[src/rtl/ttip_pkg.sv]
// Package with beat types, widths and constants of the text to integer parser.
package ttip_pkg;

	localparam int unsigned VALUE_W = 32;
	localparam int unsigned COUNT_W = 16;
	localparam int unsigned CHAR_W  = 8;
	localparam int unsigned BASE_W  = 6;

	// Configuration register indexes.
	localparam logic CFG_RADIX    = 1'b0;
	localparam logic CFG_UNSIGNED = 1'b1;

	localparam logic [BASE_W-1:0] RADIX_RESET = BASE_W'(10);

	typedef struct packed {
		logic [CHAR_W-1:0] ch;
		logic              first;
	} char_beat_t;

	typedef struct packed {
		logic [VALUE_W-1:0] value;
		logic [COUNT_W-1:0] consumed;
	} result_beat_t;

endpackage

[src/rtl/text_to_integer_parser.sv]
// Streaming string to integer parser in the style of strtol and strtoul.
// Pipeline: an accepted character beat is decoded from the input register, and a result that
// it ends is loaded into the result register, which drives res_valid. Throughput: one character
// per cycle unless res_stall holds a result; the base multiply-accumulate is the long path.
// Reset: arst_n clears the pipeline, selects radix 10 and signed mode, and leaves the parser
// waiting for a beat with the first flag.
module text_to_integer_parser (
	input  logic                     clk,
	input  logic                     arst_n,
	// Character input channel.
	input  logic                     char_valid,
	output logic                     char_stall,
	input  ttip_pkg::char_beat_t     char_beat,
	// Result output channel.
	output logic                     res_valid,
	input  logic                     res_stall,
	output ttip_pkg::result_beat_t   res_beat,
	// Configuration write channel.
	input  logic                     cfg_valid,
	output logic                     cfg_ready,
	input  logic                     cfg_index,
	input  logic [5:0]               cfg_data
);
	import ttip_pkg::*;

	// Parse phase. DONE ignores everything until a beat that carries the first flag.
	typedef enum logic [2:0] {
		PH_DONE,
		PH_SPACE,
		PH_START,
		PH_ZERO,
		PH_DIGITS
	} phase_t;

	localparam logic [COUNT_W-1:0] COUNT_MAX = '1;

	// Digit weight of a character; the top bit flags a valid digit.
	function automatic logic [BASE_W:0] digit_of(input logic [CHAR_W-1:0] c);
		logic [BASE_W:0] r;
		r = '0;
		if (c inside {[8'h30:8'h39]}) begin
			r = {1'b1, BASE_W'(c - 8'h30)};
		end else if (c inside {[8'h61:8'h7A]}) begin
			r = {1'b1, BASE_W'(c - 8'h61 + 8'd10)};
		end else if (c inside {[8'h41:8'h5A]}) begin
			r = {1'b1, BASE_W'(c - 8'h41 + 8'd10)};
		end
		return r;
	endfunction

	// Configuration registers.
	logic [BASE_W-1:0]  radix_q;
	logic               unsigned_q;

	// Input register: the accepted beat waits here while it is decoded.
	logic               valid_s1;
	char_beat_t         beat_s1;

	// Parse state.
	phase_t             phase_q;
	logic [VALUE_W-1:0] acc_q;
	logic               neg_q;
	logic [BASE_W-1:0]  base_q;
	logic [COUNT_W-1:0] cnt_q;

	// Result register.
	logic               res_valid_q;
	result_beat_t       res_q;

	// Next-state values computed from the beat in the input register.
	phase_t             ph_n;
	logic [VALUE_W-1:0] acc_n;
	logic               neg_n;
	logic [BASE_W-1:0]  base_n;
	logic [COUNT_W-1:0] cnt_n;
	logic [VALUE_W-1:0] value_n;
	logic               handled;
	logic               take;
	logic               emit;
	logic [BASE_W:0]    dig;
	logic               is_space;
	logic               is_sign;
	logic               is_x;
	logic               go_s1;
	logic               step;

	// The decode stage moves whenever the result register is empty or being drained. The input
	// register and the result register are the buffers between the sides, so a character is refused
	// only while a finished result is held up downstream and another character is already waiting.
	assign go_s1      = !res_valid_q || !res_stall;
	assign step       = valid_s1 && go_s1;
	assign char_stall = valid_s1 && !go_s1;
	assign cfg_ready  = 1'b1;
	assign res_valid  = res_valid_q;
	assign res_beat   = res_q;

	assign dig      = digit_of(beat_s1.ch);
	assign is_space = beat_s1.ch inside {8'h20, [8'h09:8'h0D]};
	assign is_sign  = (beat_s1.ch == 8'h2B) || (beat_s1.ch == 8'h2D && !unsigned_q);
	assign is_x     = (beat_s1.ch == 8'h78) || (beat_s1.ch == 8'h58);

	// One character of the parse. The phases fall through in order, just as a character that
	// is not whitespace or sign is tried next as a prefix zero and then as a digit.
	always_comb begin
		ph_n    = phase_q;
		acc_n   = acc_q;
		neg_n   = neg_q;
		base_n  = base_q;
		cnt_n   = cnt_q;
		handled = 1'b0;
		take    = 1'b0;
		emit    = 1'b0;
		value_n = '0;

		// The first flag restarts the parse even in the middle of a string, and samples radix.
		if (beat_s1.first) begin
			ph_n   = PH_SPACE;
			acc_n  = '0;
			neg_n  = 1'b0;
			base_n = radix_q;
			cnt_n  = '0;
		end

		if (ph_n == PH_SPACE) begin
			if (is_space) begin
				take    = 1'b1;
				handled = 1'b1;
			end else if (is_sign) begin
				neg_n   = (beat_s1.ch == 8'h2D);
				take    = 1'b1;
				handled = 1'b1;
				ph_n    = PH_START;
			end else begin
				ph_n = PH_START;
			end
		end

		if (!handled && ph_n == PH_START) begin
			// A leading zero may open a hex prefix when the base is automatic or sixteen.
			if ((base_n == '0 || base_n == BASE_W'(16)) && beat_s1.ch == 8'h30) begin
				acc_n   = '0;
				take    = 1'b1;
				handled = 1'b1;
				ph_n    = PH_ZERO;
			end else begin
				if (base_n == '0) begin
					base_n = BASE_W'(10);
				end
				ph_n = PH_DIGITS;
			end
		end else if (!handled && ph_n == PH_ZERO) begin
			if (is_x) begin
				base_n  = BASE_W'(16);
				take    = 1'b1;
				handled = 1'b1;
				ph_n    = PH_DIGITS;
			end else begin
				// The zero was a plain digit; in automatic mode it means octal.
				if (base_n == '0) begin
					base_n = BASE_W'(8);
				end
				ph_n = PH_DIGITS;
			end
		end

		if (!handled && ph_n == PH_DIGITS) begin
			if (dig[BASE_W] && dig[BASE_W-1:0] < base_n) begin
				acc_n = VALUE_W'(acc_n * VALUE_W'(base_n)) + VALUE_W'(dig[BASE_W-1:0]);
				take  = 1'b1;
			end else begin
				// The stopping character is not counted and ends the string.
				emit    = 1'b1;
				value_n = (neg_n && !unsigned_q) ? VALUE_W'(-acc_n) : acc_n;
				ph_n    = PH_DONE;
			end
		end

		if (take && cnt_n != COUNT_MAX) begin
			cnt_n = cnt_n + COUNT_W'(1);
		end
	end

	always_ff @(posedge clk or negedge arst_n) begin
		if (!arst_n) begin
			radix_q     <= RADIX_RESET;
			unsigned_q  <= 1'b0;
			valid_s1    <= 1'b0;
			phase_q     <= PH_DONE;
			acc_q       <= '0;
			neg_q       <= 1'b0;
			base_q      <= '0;
			cnt_q       <= '0;
			res_valid_q <= 1'b0;
		end else begin
			if (cfg_valid && cfg_ready) begin
				case (cfg_index)
					CFG_RADIX:    radix_q    <= cfg_data;
					CFG_UNSIGNED: unsigned_q <= cfg_data[0];
					default:      ;
				endcase
			end

			if (char_valid && !char_stall) begin
				valid_s1 <= 1'b1;
			end else if (go_s1) begin
				valid_s1 <= 1'b0;
			end

			if (step) begin
				phase_q <= ph_n;
				acc_q   <= acc_n;
				neg_q   <= neg_n;
				base_q  <= base_n;
				cnt_q   <= cnt_n;
			end

			if (step && emit) begin
				res_valid_q <= 1'b1;
			end else if (!res_stall) begin
				res_valid_q <= 1'b0;
			end
		end
	end

	// Payload registers load without reset.
	always_ff @(posedge clk) begin
		if (char_valid && !char_stall) begin
			beat_s1 <= char_beat;
		end
		if (step && emit) begin
			res_q.value    <= value_n;
			res_q.consumed <= cnt_n;
		end
	end

endmodule

[config.mk]
export PLATFORM = sky130hd
export DESIGN_NAME = text_to_integer_parser
export DESIGN_NICKNAME = d
export VERILOG_FILES = /design/src/rtl/ttip_pkg.sv /design/src/rtl/text_to_integer_parser.sv
export SDC_FILE = /design/constraint.sdc
export NUM_CORES = 1
export LEC_CHECK = 0
export BUFFER_PORTS_ARGS = -buffer_cell sky130_fd_sc_hd__buf_2
export CORE_MARGIN = 1
export CORE_UTILIZATION = 55
export CTS_CLUSTER_SIZE = 40
export DETAILED_ROUTE_END_ITERATION = 8
export GPL_ROUTABILITY_DRIVEN = 0
export GPL_TIMING_DRIVEN = 0
export PLACE_DENSITY = 0.81
export SLEW_MARGIN = 20
export SYNTH_ARGS = -nofsm -noshare
export SYNTH_HDL_FRONTEND = slang
export SYNTH_SLANG_ARGS = --single-unit
[constraint.sdc]
create_clock -name clk -period 8.1 [get_ports clk]
set_input_delay 0.405 -clock clk [delete_from_list [all_inputs] [get_ports clk]]
set_output_delay 0.405 -clock clk [all_outputs]
set_load 0.1 [all_outputs]
==> results.json, run 1 <==
{
  "num_rows": 54,
  "initial_core_util_pct": 56.3,
  "crit_path_max_fanout": 10,
  "met3_length_mm": 2.56,
  "htreeDepth": 4,
  "clk_pin_slew_ns": 0.06,
  "crit_required_ns": 8.42,
  "grt_pass1_vias": 10328,
  "nets": 1580,
  "root_buffer": "clkbuf_16",
  "powerDensity_nw_per_um2": 195,
  "worst_setup_path_start_kind": "flip-flop",
  "ant_nets": 0,
  "postSynthCellCount": 1273,
  "cts_setup_buffers": 0,
  "synth.distinct_cells": 77,
  "place_inst": 1627,
  "coreArea_um2": 22000,
  "die_x_um": 152,
  "syn_to_final_growth_pct": 11.9,
  "via_per_inst": 6.14,
  "insertion_delay_ns": 0.44,
  "violations": "DRC",
  "maxCapViolations": 0,
  "gr-total-overflow": 0,
  "endpoint_kind": "flip-flop",
  "io_pins": 72,
  "maxSlewHeadroom_pct": 31.4,
  "grtUsageTotal_pct": 29.4,
  "finalCritPeriodShare_pct": 95.9,
  "period_minus_slack_ns": 7.77,
  "critical_path_arrival_ns": 8.09,
  "skew_ns": 0.00724,
  "finalHoldViolCount": 0,
  "drtPass1Iterations": 8,
  "diodes": 0,
  "numCtsBuffers": 17,
  "async_flop_share_pct": 54.0,
  "dp_hpwl_mm": 24.2,
  "drive_above_1_share_pct": 12.8,
  "wire_per_inst_um": 19.4,
  "wl_met1_mm": 12.8,
  "setup_violations": 0,
  "vias": 10196,
  "synth_nets": 1486,
  "die-area_um2": 23100,
  "clock.fmax_mhz": 129,
  "tns_ns": 0,
  "mappedNetlistArea_um2": 12400,
  "finalWirelength_mm": 32.2,
  "antenna_found_initial": 1,
  "yosysSeqAreaShare_pct": 27.4,
  "max-vdd-ir-drop_uv": 141,
  "top_layer_used": "met4",
  "worst_pin_slew_ns": 1.02,
  "drcViolationCount": 14,
  "synth_edf_count": 57,
  "dr.first_iter.drc_count": 870,
  "grt_start_max_net_pins": 44,
  "io_buffers": 70,
  "fillers": 1731,
  "status": "finished with violations",
  "post-synth-top-area-fraction_pct": 18.1,
  "hold_class": "input pin to flip-flop",
  "cts_num_sinks": 124,
  "yosys-top-cells-area": "fa_1 18%, edfxtp_1 14%, dfrtp_1 13%",
  "final_core_util_pct": 63.0,
  "synth_top_cell_by_area": "fa_1",
  "power_leakage_nw": 6.54,
  "synth_seq_cells": 124,
  "seq_area_um2": 3390,
  "cts_tree": "yes",
  "clockBufferDepth": 2,
  "total_power_mw": 2.69,
  "yosysWarningCount": 0,
  "grt_pass1_wl_mm": 53.6,
  "avgSynthCellArea_um2": 9.71,
  "rsz0062_at_grt": "no",
  "yosys_most_used_dff": "dfrtp_1",
  "drv_slew": 0,
  "die-height_um": 152,
  "crit_type": "flip-flop to flip-flop",
  "final_cell_count_no_fill": 1660,
  "multi_input_area_um2": 8550,
  "dr_wl_met2_mm": 15.3,
  "whs_ns": 0.134
}
Yosys cell counts (29+ instances only):
cell type / n
fa_1: 112
dfrtp_1: 65
edfxtp_1: 57
and2_1: 156
a21oi_1: 56
nand2_1: 85
ha_1: 80
clkbuf_1: 62
inv_1: 57
xnor2_1: 41
nor2_1: 108
a22o_1: 29
o21ai_0: 50
logic make-up after synthesis:
kind of cell | synth area share, %
AND/OR/NAND/NOR | 20.7
AO/OA/AOI/OAI | 14.0
adder cells (fa/ha/maj) | 26.2
buffers and inverters | 4.18
flip-flops | 27.4
XOR/XNOR | 4.93
multiplexers | 2.56
other | 0.0303
routing by layer:
layer | global-route usage, % | vias up
met3 | 7.36 | 108
met1 | 37.2 | 5017
met2 | 47.7 | 460
li1 | - | 4611
met5 | 0 | -
met4 | 13.7 | 0
cells in the final DEF (no fill, tap or decap), drive strengths merged, types with 56 or more instances in the layout:
cell / count
buf: 86
nor2: 108
fa: 112
inv: 58
clkbuf: 82
nand2: 85
dfrtp: 65
and2: 156
edfxtp: 57
ha: 80
a21oi: 56
registers in the layout (all words and copies together), names as in the netlist:
name and cells:
res_beat 48, acc_q 32, cnt_q 16, beat_s1 9, base_q 6, radix_q 6
phase_q 3, neg_q 1, res_valid 1, unsigned_q 1, valid_s1 1
where the power goes:
part / internal [mW] / total, mW / switching, mW
combinational: 0.333 / 1.14 / 0.803
clock: 0.430 / 0.748 / 0.318
sequential: 0.752 / 0.811 / 0.0582
total: 1.52 / 2.69 / 1.18
layout make-up:
cell class	count	share of cell area, %
buffer	75	2.24
sequential	124	24.5
multi-input combinational	1017	61.8
inverter	57	1.55
tap	280	2.53
clock buffer	19	3.20
clock inverter	13	0.860
timing repair buffer	75	3.26
critical path: stages (launching register included):
cell and delay, ns:
edfxtp_1 0.52, inv_1 0.18, ha_1 0.18, nor3b_2 0.34
and4_1 0.30, nand4b_1 0.16, o21ai_2 0.29, buf_2 0.34
nor2_1 0.18, clkbuf_2 0.29, and2_1 0.26, fa_1 0.51
fa_1 0.52, fa_1 0.49, ha_1 0.31, ha_1 0.39
nand4_1 0.15, or2_2 0.35, or3_1 0.38, o31ai_1 0.32
o21ai_0 0.19, a41oi_1 0.47, a211oi_2 0.17, xnor2_1 0.15
a22o_1 0.20
stage by stage:
| step | instance area, um2 | worst slack, ns |
|---|---|---|
| after floorplan | 12400 | 1.11 |
| after global placement | 13100 | -0.787 |
| after detailed placement | 13200 | -0.273 |
| after CTS | 13700 | 0.0773 |
| after global routing | 13800 | 0.0000187 |
| final | 13800 | 0.334 |
path summary, 6_finish.rpt:
path / slack, ns / startpoint / cells past startpoint / end
worst min-delay path: 0.13 / char_beat[8] / 1 / beat_s1[8]
worst min register to register: 0.49 / neg_q / 2 / neg_q
worst max-delay path: 0.33 / beat_s1[1] / 24 / acc_q[31]
max in group asynchronous: 7.04 / arst_n / 3 / radix_q[1]
min in group asynchronous: 0.43 / arst_n / 2 / cnt_q[4]
worst max register to register: 0.33 / beat_s1[1] / 24 / acc_q[31]
what timing repair did:
action | in CTS | in global routing
endpoints found under the setup margin | 7 | 16
hold buffers | 1 | 0
gates resized for setup | 5 | 23
endpoints found under the hold margin | 24 | 0
Note: power is estimated with default switching activity, not from simulation.
==> run 2: changes to the inputs <==
REMOVE_ABC_BUFFERS = 1   (was not set)
==> run 2 against run 1 <==
  * The run still ends with DRC left
  * Highest routed layer unchanged
  * Clock skew is 0.0076 ns higher
  * Non-clock buffer count fell by 64
  * Setup slack better by 0.14 ns
  * Critical path type unchanged
  * Largest cell class unchanged
  * Sequential cell count did not move
  * Final cell count decreased by 3.8%
  * Sequential share of layout area increased by 0.24 points
  * Clock-buffer cell count is the same
  * Largest power group unchanged
  * Sequential power up 3.9%
  * Core utilization is 0.61 points lower
  * Die area unchanged
  * Fmax is 1.8% higher
  * First-iteration DRC count rose by 0.11%
==> results.json, run 2 (synthesized netlist as in run 1, its figures left out) <==
{
  "drtPass1Iterations": 8,
  "die_x_um": 152,
  "powerDensity_nw_per_um2": 201,
  "rrSetupSlack_ns": 0.47,
  "power_leakage_nw": 6.50,
  "worst_setup_path_start_kind": "flip-flop",
  "hold_end": "beat_s1[3]",
  "power.combinational.fraction_pct": 40.4,
  "violations": "DRC",
  "drv_slew": 0,
  "cts_setup_buffers": 0,
  "nets": 1517,
  "crit_family": "compound AO/OA/AOI/OAI gates",
  "io_pins": 72,
  "pwr-share-clk_pct": 28.9,
  "root_buffer": "clkbuf_16",
  "num_rows": 54,
  "final_common_cell": "and2_1",
  "crit_type": "flip-flop to flip-flop",
  "skew_ns": 0.0148,
  "via_per_inst": 6.16,
  "switching_share_pct": 43.5,
  "coreArea_um2": 22000,
  "initial_core_util_pct": 56.3,
  "io_buffers": 70,
  "diodes": 0,
  "dp_hpwl_mm": 21.8,
  "antenna_found_initial": 0,
  "reg2reg_from": "beat_s1[0]",
  "crit_required_ns": 8.42,
  "maxSlewHeadroom_pct": 34.8,
  "tns_ns": 0,
  "grt_start_max_net_pins": 47,
  "setup_violations": 0,
  "grt_pass1_wl_mm": 50.5,
  "min_from": "char_beat[3]",
  "grtUsageTotal_pct": 27.4,
  "vias": 9830,
  "cts_num_sinks": 124,
  "cts_tree": "yes",
  "critical_path_arrival_ns": 7.95,
  "period_minus_slack_ns": 7.63,
  "ant_nets": 0,
  "clockBufferDepth": 2,
  "finalWirelength_mm": 30.3,
  "reg2reg_depth": 24,
  "whs_path_depth": 1,
  "rsz0062_at_grt": "no",
  "drive_above_1_share_pct": 13.0,
  "maxCapViolations": 0,
  "whs_ns": 0.140,
  "numCtsBuffers": 17,
  "finalHoldViolCount": 0,
  "mostFrequentLayoutCells": "156 x and2_1, 112 x fa_1, 101 x nor2_1",
  "p_sw_mw": 1.20,
  "endpoint_kind": "flip-flop",
  "die-area_um2": 23100,
  "power_frac_seq_pct": 30.7,
  "clk_pin_slew_ns": 0.07,
  "wire_per_inst_um": 18.9,
  "crit_slowest_cell": "nor4_4",
  "gr-total-overflow": 0,
  "insertion_delay_ns": 0.43,
  "syn_to_final_growth_pct": 10.8,
  "crit_buf_inv": 5,
  "clock.fmax_mhz": 131,
  "max-vdd-ir-drop_uv": 126,
  "grt_pass1_vias": 9681,
  "die-height_um": 152,
  "largest_reg_flops": 48,
  "dr.first_iter.drc_count": 871,
  "finalCritPeriodShare_pct": 94.1,
  "htreeDepth": 4,
  "status": "finished with violations",
  "intPower_mw": 1.55,
  "worst_pin_slew_ns": 0.968,
  "hold_class": "input pin to flip-flop",
  "r2r-end": "acc_q[31]",
  "path_cells": "buf_8 > nand4bb_1 > nor4_4 > o32a_1 > nor2_4 > and2_1 > fa_1 > inv_1 > fa_1 > inv_1 > fa_1 > inv_1 > fa_1 > inv_1 > ha_1 > o21ai_0 > o21bai_1 > a2111oi_4 > o31ai_1 > o21ai_0 > a41oi_1 > a211oi_1 > xnor2_1 > a22o_1",
  "crit_path_max_fanout": 23,
  "max_stage_delay_ns": 0.61,
  "drcViolationCount": 18
}
-- run 2: cell count changes in the layout (fill, tap and decap cells not counted), moves of 4 or more --
cell,delta
inv_6,+4
buf_2,-8
buf_6,+5
clkbuf_1,-57
clkbuf_2,-6
-- run 2: worst reg2reg max path, stage by stage (launching register included) --
cell and delay [ns]:
edfxtp_1 0.59, buf_8 0.26, nand4bb_1 0.36, nor4_4 0.61
o32a_1 0.56, nor2_4 0.19, and2_1 0.23, fa_1 0.51
inv_1 0.05, fa_1 0.49, inv_1 0.07, fa_1 0.54
inv_1 0.06, fa_1 0.51, inv_1 0.04, ha_1 0.33
o21ai_0 0.13, o21bai_1 0.17, a2111oi_4 0.52, o31ai_1 0.15
o21ai_0 0.25, a41oi_1 0.29, a211oi_1 0.31, xnor2_1 0.10
a22o_1 0.20
-- run 2: how the worst max path moves through the flow --
stage               start         to  slack [ns]  cells after the start
4_1_cts        beat_s1[1]  acc_q[31]        0.23                     25
2_1_floorplan  beat_s1[0]  acc_q[31]        0.17                     24
5_1_grt        beat_s1[1]  acc_q[31]       0.009                     25
3_3_place_gp   beat_s1[0]  acc_q[31]       -2.55                     18
6_report       beat_s1[0]  acc_q[31]        0.47                     24
3_5_place_dp   beat_s1[1]  acc_q[31]       -0.21                     25
-- run 2: power groups by stage --
| stage | Clock [mW] | Sequential (mW) | Combinational [mW] |
|---|---|---|---|
| after floorplan | 0 | 1.06 | 0.559 |
| after global placement | 0 | 0.860 | 0.998 |
| after detailed placement | 0 | 0.851 | 1.08 |
| after CTS | 0.796 | 0.842 | 1.09 |
| after global routing | 0.824 | 0.853 | 1.19 |
| final | 0.796 | 0.843 | 1.11 |
-- run 2: per-layer routing --
| layer | track usage (%) | up-vias | part of all wire, % |
|---|---|---|---|
| li1 | - | 4484 | - |
| met5 | 0 | - | 0 |
| met4 | 9.48 | 0 | 1.9 |
| met3 | 3.22 | 53 | 6.4 |
| met1 | 37.4 | 4898 | 43 |
| met2 | 45.6 | 395 | 49 |
-- run 2: cell type report --
| cell class | count | area (um2) |
|---|---|---|
| repair buffers | 86 | 589 |
| inverters | 57 | 214 |
| clock buffers | 19 | 443 |
| clock inverters | 13 | 153 |
| flip-flops and latches | 124 | 3390 |
| multi-input cells | 1018 | 8550 |
| well taps | 280 | 350 |
| fillers | 1696 | 8270 |
-- run 2: per-stage QoR --
step	power [mW]	util (%)	worst slack [ns]	instance area, um2	cells
2_1_floorplan	1.62	-	0.171	12100	1198
3_3_place_gp	1.86	58.1	-2.55	12800	1548
3_5_place_dp	1.93	59.4	-0.212	13000	1563
4_1_cts	2.73	62.2	0.233	13700	1596
5_1_grt	2.87	62.3	0.00897	13700	1597
6_report	2.75	62.3	0.475	13700	1597
-- run 2: timing repair --
item                                   4_1_cts  5_1_grt
hold buffers                                 1        0
resized for setup                            2        4
cloned                                       0        1
endpoints found under the hold margin       21        0
pin swaps                                    0        1
setup endpoints to repair                    6        7
